==> config.mk <==
export PLATFORM = sky130hd
export DESIGN_NAME = bbr_ack_estimator
export DESIGN_NICKNAME = d
export VERILOG_FILES = /design/src/hdl/bae_pkg.sv /design/src/hdl/bbr_ack_estimator.sv /design/src/hdl/bae_div.sv
export SDC_FILE = /design/constraint.sdc
export NUM_CORES = 2
export LEC_CHECK = 0
export BUFFER_PORTS_ARGS = -buffer_cell sky130_fd_sc_hd__buf_2
export CORE_AREA = 2 2 567 569
export DETAILED_ROUTE_END_ITERATION = 8
export DIE_AREA = 0 0 569 571
export GPL_TIMING_DRIVEN = 0
export HOLD_SLACK_MARGIN = 0.08
export SLEW_MARGIN = 40
export SYNTH_ARGS = -nofsm -noshare
export SYNTH_HDL_FRONTEND = slang
export SYNTH_SLANG_ARGS = --single-unit
==> constraint.sdc <==
create_clock -name clk -period 28.2 [get_ports clk]
set_input_delay 0 -clock clk [delete_from_list [all_inputs] [get_ports clk]]
set_output_delay 0 -clock clk [all_outputs]
set_load 0.02 [all_outputs]
==> src/hdl/bae_pkg.sv <==
// shared types and constants of the ack estimator
package bae_pkg;

  localparam int WINDOW_SIZE = 8;
  localparam int IDX_W = (WINDOW_SIZE > 1) ? $clog2(WINDOW_SIZE) : 1;

  localparam logic [31:0] RTT_INIT     = 32'h7fff_ffff;
  localparam logic [31:0] RATE_SAT     = 32'hffff_ffff;
  localparam logic [15:0] GAIN_STARTUP = 16'd739;
  localparam logic [15:0] GAIN_DRAIN   = 16'd89;
  localparam logic [1:0]  PLATEAU_LIMIT = 2'd3;
  localparam logic [7:0]  HEADER_RESET = 8'd24;

  typedef enum logic [1:0] {
    MODE_STARTUP  = 2'd0,
    MODE_DRAIN    = 2'd1,
    MODE_PROBE_BW = 2'd2,
    MODE_PROBE_RTT = 2'd3
  } mode_t;

  typedef enum logic [3:0] {
    ST_IDLE,
    ST_MUL,
    ST_MODE,
    ST_RTT_SCAN,
    ST_DIFF,
    ST_DIV,
    ST_RATE,
    ST_BW_SCAN,
    ST_DONE
  } state_t;

  // probe_bw pacing gain cycle, Q8.8
  function automatic logic [15:0] cycle_gain(input logic [2:0] idx);
    case (idx)
      3'd0:    cycle_gain = 16'd320;
      3'd1:    cycle_gain = 16'd192;
      default: cycle_gain = 16'd256;
    endcase
  endfunction

endpackage

==> src/hdl/bbr_ack_estimator.sv <==
// per-ack bandwidth and rtt estimator with mode machine
//
// Input words carry one acknowledgement (times, delivered stamp, length,
// bytes in flight); each accepted word yields exactly one output word with
// the mode, gains, windowed min rtt, windowed max bandwidth and this ack's
// delivery rate. A word is accepted when in_valid is high and in_stall low.
// The block works on one ack at a time and holds in_stall high meanwhile.
// Between accept and result come one multiply, a window scan of one entry
// per cycle for min rtt and for max bandwidth, and a 32-step restoring
// divider for the delivery rate, which sets the pace. The next word is
// accepted in the idle cycle after the result loads. The divide is skipped
// when the rate saturates, the bandwidth scan when the rate does not raise
// the max.
// The result sits in an output register until out_stall is low; the next
// word is accepted meanwhile, and the block waits to finish it only if the
// previous result is still not taken.
// header_bytes is written via cfg_write_enable/cfg_write_data; the user must
// write it only while idle, which the block itself does not enforce.
// A synchronous reset restores the startup mode, the windows and the
// header size of 24 bytes.
module bbr_ack_estimator import bae_pkg::*; (
  input  logic        clk,
  input  logic        rst,
  input  logic        cfg_write_enable,
  input  logic [7:0]  cfg_write_data,
  input  logic        in_valid,
  output logic        in_stall,
  input  logic [31:0] now_time,
  input  logic [31:0] sent_time,
  input  logic [47:0] sent_delivered,
  input  logic [15:0] segment_length,
  input  logic [31:0] inflight_bytes,
  output logic        out_valid,
  input  logic        out_stall,
  output logic [1:0]  mode,
  output logic [15:0] pace_factor,
  output logic [15:0] window_factor,
  output logic [31:0] min_rtt,
  output logic [31:0] max_bandwidth,
  output logic [31:0] delivery_rate
);

  localparam logic [IDX_W-1:0] LAST_IDX = IDX_W'(WINDOW_SIZE - 1);

  state_t state, state_next;
  logic   in_accept, out_accept;

  logic [7:0]  header_bytes;
  logic [31:0] now_q, sent_q, inflight_q;
  logic [47:0] sent_del_q;
  logic [15:0] len_q;

  mode_t       bbr_mode;
  logic [2:0]  gain_idx;
  logic [1:0]  plateau;
  logic [47:0] delivered_total;
  logic [31:0] rtt_win [WINDOW_SIZE];
  logic [31:0] bw_win [WINDOW_SIZE];
  logic [31:0] cur_min_rtt, cur_max_bw, prev_max_bw;
  logic [15:0] pacing_reg, cwnd_reg;

  logic [63:0] prod;
  logic [31:0] rtt, rate, acc;
  logic [47:0] diff;
  logic [IDX_W-1:0] k;

  logic        div_start;
  logic        div_done;
  logic [31:0] div_q;

  logic [34:0] prev_x5, cur_x4;
  logic        plateau_hit;
  logic [1:0]  plateau_inc;
  logic [15:0] payload;
  logic        sat;
  logic        out_free;

  assign in_accept  = in_valid && !in_stall;
  assign out_accept = out_valid && !out_stall;
  assign in_stall   = (state != ST_IDLE);
  assign out_free   = !out_valid || out_accept;

  // mode machine, payload and rate saturation helpers
  always_comb begin
    prev_x5     = {prev_max_bw, 2'b00} + {3'b000, prev_max_bw};
    cur_x4      = {1'b0, cur_max_bw, 2'b00};
    plateau_hit = (prev_x5 > cur_x4);
    plateau_inc = plateau_hit ? plateau + 2'd1 : plateau;
    payload     = (len_q >= {8'd0, header_bytes}) ? len_q - {8'd0, header_bytes} : 16'd0;
    sat         = (rtt == 32'd0) || (diff[47:16] >= rtt);
  end

  // next state
  always_comb begin
    state_next = state;
    div_start  = 1'b0;
    case (state)
      ST_IDLE:     if (in_accept) state_next = ST_MUL;
      ST_MUL:      state_next = ST_MODE;
      ST_MODE:     state_next = ST_RTT_SCAN;
      ST_RTT_SCAN: if (k == LAST_IDX) state_next = ST_DIFF;
      ST_DIFF: begin
        if (sat) begin
          state_next = ST_RATE;
        end else begin
          div_start  = 1'b1;
          state_next = ST_DIV;
        end
      end
      ST_DIV:      if (div_done) state_next = ST_RATE;
      ST_RATE:     state_next = (rate > cur_max_bw) ? ST_BW_SCAN : ST_DONE;
      ST_BW_SCAN:  if (k == LAST_IDX) state_next = ST_DONE;
      ST_DONE:     if (out_free) state_next = ST_IDLE;
      default:     state_next = ST_IDLE;
    endcase
  end

  // state register
  always_ff @(posedge clk) begin
    if (rst) begin
      state <= ST_IDLE;
    end else begin
      state <= state_next;
    end
  end

  // control state and estimates
  always_ff @(posedge clk) begin
    if (rst) begin
      header_bytes    <= HEADER_RESET;
      bbr_mode        <= MODE_STARTUP;
      gain_idx        <= '0;
      plateau         <= '0;
      delivered_total <= '0;
      cur_min_rtt     <= RTT_INIT;
      cur_max_bw      <= '0;
      prev_max_bw     <= '0;
      pacing_reg      <= GAIN_STARTUP;
      cwnd_reg        <= '0;
      out_valid       <= 1'b0;
      k               <= '0;
      for (int i = 0; i < WINDOW_SIZE; i++) begin
        rtt_win[i] <= RTT_INIT;
        bw_win[i]  <= '0;
      end
    end else begin
      if (cfg_write_enable) header_bytes <= cfg_write_data;
      out_valid <= ((state == ST_DONE) && out_free) || (out_valid && !out_accept);
      case (state)
        // run the mode machine on the previous estimates, add the payload and shift the rtt window
        ST_MODE: begin
          case (bbr_mode)
            MODE_STARTUP: begin
              cwnd_reg <= GAIN_STARTUP;
              if (plateau_inc == PLATEAU_LIMIT) begin
                bbr_mode   <= MODE_DRAIN;
                plateau    <= '0;
                pacing_reg <= GAIN_DRAIN;
              end else begin
                plateau    <= plateau_inc;
                pacing_reg <= GAIN_STARTUP;
              end
            end
            MODE_DRAIN: begin
              if ({inflight_q, 16'd0} <= prod) begin
                bbr_mode   <= MODE_PROBE_BW;
                pacing_reg <= cycle_gain(3'd0);
                gain_idx   <= 3'd1;
              end else begin
                pacing_reg <= GAIN_DRAIN;
              end
            end
            MODE_PROBE_BW: begin
              pacing_reg <= cycle_gain(gain_idx);
              gain_idx   <= gain_idx + 3'd1;
            end
            default: begin
            end
          endcase
          delivered_total <= delivered_total + {32'd0, payload};
          for (int i = 0; i < WINDOW_SIZE - 1; i++) rtt_win[i] <= rtt_win[i + 1];
          rtt_win[WINDOW_SIZE - 1] <= rtt;
          k <= '0;
        end
        // min over the rtt window, one entry a cycle
        ST_RTT_SCAN: begin
          k <= (k == LAST_IDX) ? '0 : k + 1'b1;
          if (k == LAST_IDX) cur_min_rtt <= (rtt_win[k] < acc) ? rtt_win[k] : acc;
        end
        ST_RATE: begin
          prev_max_bw <= cur_max_bw;
          if (rate > cur_max_bw) begin
            for (int i = 0; i < WINDOW_SIZE - 1; i++) bw_win[i] <= bw_win[i + 1];
            bw_win[WINDOW_SIZE - 1] <= rate;
          end
          k <= '0;
        end
        // max over the bandwidth window
        ST_BW_SCAN: begin
          k <= (k == LAST_IDX) ? '0 : k + 1'b1;
          if (k == LAST_IDX) cur_max_bw <= (bw_win[k] > acc) ? bw_win[k] : acc;
        end
        default: begin
        end
      endcase
    end
  end

  // payload registers
  always_ff @(posedge clk) begin
    case (state)
      ST_IDLE: begin
        if (in_accept) begin
          now_q      <= now_time;
          sent_q     <= sent_time;
          sent_del_q <= sent_delivered;
          len_q      <= segment_length;
          inflight_q <= inflight_bytes;
        end
      end
      ST_MUL: begin
        prod <= 64'(cur_max_bw) * 64'(cur_min_rtt);
        rtt  <= now_q - sent_q;
      end
      ST_MODE: acc <= 32'hffff_ffff;
      ST_RTT_SCAN: if (rtt_win[k] < acc) acc <= rtt_win[k];
      ST_DIFF: begin
        if (sat) rate <= RATE_SAT;
      end
      ST_DIV: if (div_done) rate <= div_q;
      ST_RATE: acc <= '0;
      ST_BW_SCAN: if (bw_win[k] > acc) acc <= bw_win[k];
      ST_DONE: begin
        if (out_free) begin
          mode          <= bbr_mode;
          pace_factor   <= pacing_reg;
          window_factor <= cwnd_reg;
          min_rtt       <= cur_min_rtt;
          max_bandwidth <= cur_max_bw;
          delivery_rate <= rate;
        end
      end
      default: begin
      end
    endcase
    // delivered difference, ready by the divide step
    if (state == ST_RTT_SCAN) diff <= delivered_total - sent_del_q;
  end

  // rate divider: (diff << 16) / rtt, high part known below the divisor
  bae_div u_div (
    .clk         (clk),
    .rst         (rst),
    .start       (div_start),
    .dividend_hi (diff[47:16]),
    .dividend_lo ({diff[15:0], 16'd0}),
    .divisor     (rtt),
    .done        (div_done),
    .quotient    (div_q)
  );

endmodule

==> src/hdl/bae_div.sv <==
// radix-2 restoring divider, one quotient bit per cycle
module bae_div import bae_pkg::*; (
  input  logic        clk,
  input  logic        rst,
  input  logic        start,
  input  logic [31:0] dividend_hi,
  input  logic [31:0] dividend_lo,
  input  logic [31:0] divisor,
  output logic        done,
  output logic [31:0] quotient
);

  logic        busy;
  logic [4:0]  count;
  logic [31:0] rem;
  logic [31:0] dvs;
  logic [31:0] shreg;
  logic [32:0] trial;
  logic        qbit;

  // shift in the next dividend bit and try the subtract
  always_comb begin
    trial = {rem, shreg[31]};
    qbit  = (trial >= {1'b0, dvs});
  end

  // control
  always_ff @(posedge clk) begin
    if (rst) begin
      busy  <= 1'b0;
      done  <= 1'b0;
      count <= '0;
    end else begin
      done <= 1'b0;
      if (start) begin
        busy  <= 1'b1;
        count <= '0;
      end else if (busy) begin
        count <= count + 5'd1;
        if (count == 5'd31) begin
          busy <= 1'b0;
          done <= 1'b1;
        end
      end
    end
  end

  // datapath
  always_ff @(posedge clk) begin
    if (start) begin
      rem   <= dividend_hi;
      shreg <= dividend_lo;
      dvs   <= divisor;
    end else if (busy) begin
      rem   <= qbit ? 32'(trial - {1'b0, dvs}) : trial[31:0];
      shreg <= {shreg[30:0], qbit};
    end
  end

  assign quotient = shreg;

endmodule

==> metrics.yaml <==
status:
  outcome: "complete, no violations"
worst_setup_path:
  slowest_delay_ps: 910
  crit_type: "reg -> reg"
  worstPathArrival_ps: 10510
  critical_path.slowest_cell: "dfxtp_1"
  cp_max_fo: 10
  endpoint_kind: "register"
  crit_path_start_kind: "register"
  required_ps: 28720
  cpMostUsedCell: "fa_1"
  reg2reg_depth: 28
clock_tree:
  cts_made_buffers: 151
  path_clk_slew_ps: 60
  tritoncts: "done"
  root_buffer: "clkbuf_16"
  cts_max_path_buffers: 4
  ctsHtreeMaxLevel: 4
  clkSinkCount: 1265
  clk_latency_ps: 840
timing:
  slew_violations: 0
  post-route-period-util_pct: 35.4
  holdWs_ps: 240
  hold_violations: 0
  timing.setup.tns_ps: 0
  max_freq_mhz: 100
  slew_headroom_pct: 33.7
  rsz0062_at_grt: "false"
  layout_min_cycle_time_ps: 10000
  worst_pin_slew_ps: 994
  clock_skew_ps: 87.1
  setup_viol: 0
run:
  maxCapViolations: 0
final_layout:
  drive_above_1_share_pct: 10.0
  finalInstanceArea_um2: 112000
  reg.largest.list: "bw_win: 256 flops, rtt_win: 256 flops, prod: 64 flops"
  fin_nets: 11239
  final_cells: 13877
  syn_to_final_growth_pct: 17.1
synth:
  synth-edff-count: 1065
  synth_cells: 8671
  yosysWarningCount: 0
  yosysMostFrequentCell: "inv_1"
  synth_common_cells: "inv_1, edfxtp_1, fa_1"
  synth_area_leader_cell: "edfxtp_1"
  avgSynthCellArea_um2: 11.0
  netlist_area_um2: 95200
  ys.flop_type: "edfxtp_1"
  synth_seq_area_share_pct: 37.8
  synth_cell_types: 91
  synthArstFlopShare_pct: 0
  synth_area_leaders: "edfxtp_1, fa_1, ha_1"
  ys_seq_elements: 1265
  yosysTopAreaCellShare_pct: 33.6
floorplan:
  start_util_pct: 29.8
  pin_count: 305
  fp.dieH_um: 571
  std_cell_rows: 208
  core_area_um2: 319000
  die_w_um: 569
  fp.dieArea_um2: 325000
grt:
  grt_pass1_vias: 69800
  gr-usage-met2_pct: 29.7
  grt_max_degree: 81
  grt_pass1_wl_um: 456000
  grt.met3_usage_pct: 3.56
  antenna_found_initial: 31
  grt_usage_pct: 18.9
  use_met1_pct: 25.1
  gr-total-overflow: 0
  grt_busiest_layer: "met2"
power:
  peakVddDrop_uv: 58.5
  p_leak_uw: 0.0479
  power.density_nw_per_um2: 47.1
placed_design:
  dp_cells: 13230
  place_congestion: 0.975
  dp_hpwl_um: 242000
  port_buffers: 286
  placed_area_um2: 103000
route:
  drt_pass1_iterations: 7
  post-route-drc-count: 0
  post_drt_wl_per_cell_um: 22.4
  drt_iter0_markers: 5984
  drt-total-wl_um: 310000
  vias: 69144
  ant_nets: 0
  drt-vias-per-instance: 4.98
worst_hold_path:
  hold_class: "in -> reg"
  worstHoldPathCells: 3
## layout by cell type (no fill, tap or decap), drive strengths merged, types with 55 or more instances in the layout
master	Yosys	layout
inv	1199	1204
edfxtp	1065	1065
fa	902	902
nand2	834	834
ha	629	629
clkbuf	415	610
and2	559	559
buf	62	402
dlygate4sd3	0	350
a21oi	336	336
nor2	310	310
and3	240	240
or3	233	233
dfxtp	200	200
a21o	189	189
o21ai	174	174
xnor2	162	162
mux4	128	128
nor2b	118	118
mux2i	91	91
nand3	88	88
xor2	71	71
mux2	66	66
nand4	64	64
nor3	57	57
clkinv	5	55
## per-layer routing
metal	vias up	wire length (um)	share of wire (%)
met5	-	27	0.0087
met4	4	15400	5.0
met3	610	27000	8.7
met2	2953	138000	45
met1	34657	130000	42
li1	30920	-	-
## final timing paths
kind | from | to | slack, ps
setup / recovery | cur_max_bw[10] | prod[63] | 18200
hold / removal | out_stall | delivery_rate[27] | 240
setup reg to reg | cur_max_bw[10] | prod[63] | 18200
hold reg to reg | cwnd_reg[0] | window_factor[0] | 440
## area by class of cell
cell class,instances,area [um^2]
fill,31694,208000
multi-input combinational,5741,52900
sequential,1265,36000
timing repair buffer,695,5750
tap,4200,5260
inverter,1204,4530
clock buffer,190,4120
buffer,477,2020
clock inverter,80,877
antenna,25,62.6
## critical path, delay by kind of cell (launching register included)
| kind | cells | cell delay (ps) |
|---|---|---|
| AO/OA/AOI/OAI | 8 | 2470 |
| flip-flops | 1 | 910 |
| AND/OR/NAND/NOR | 3 | 850 |
| buffers and inverters | 7 | 1070 |
| XOR/XNOR | 1 | 100 |
| adder cells (fa/ha/maj) | 9 | 4270 |
## kinds of logic after synthesis
logic type               share of synthesized area, %
adder cells (fa/ha/maj)                          27.2
multiplexers                                     4.76
AND/OR/NAND/NOR                                  14.3
flip-flops                                       37.8
buffers and inverters                            6.77
AO/OA/AOI/OAI                                    6.99
other                                         0.00394
XOR/XNOR                                         2.14
## where the power goes
group          internal (uW)  leakage [uW]  switching [uW]  total, uW
combinational            346        0.0341             561        907
clock                   1180       0.00242             832       2010
sequential              2240        0.0114            95.9       2330
total                   3760        0.0479            1490       5250
## timing repair
item	CTS	global route
hold buffers	350	0
endpoints found under the hold margin	324	0
gates resized for setup	0	0
setup buffers	0	0
## per-stage QoR
| step | utilization, % | total power (uW) | worst slack, ps |
|---|---|---|---|
| global route | 34.9 | 5470 | 17880 |
| CTS | 34.9 | 5280 | 18160 |
| global placement | 31.9 | 3260 | 8100 |
| floorplan | - | 2930 | 17300 |
| detailed placement | 32.2 | 3230 | 18220 |
| finish | 34.9 | 5250 | 18200 |
Power figures use the tool's default switching activity.
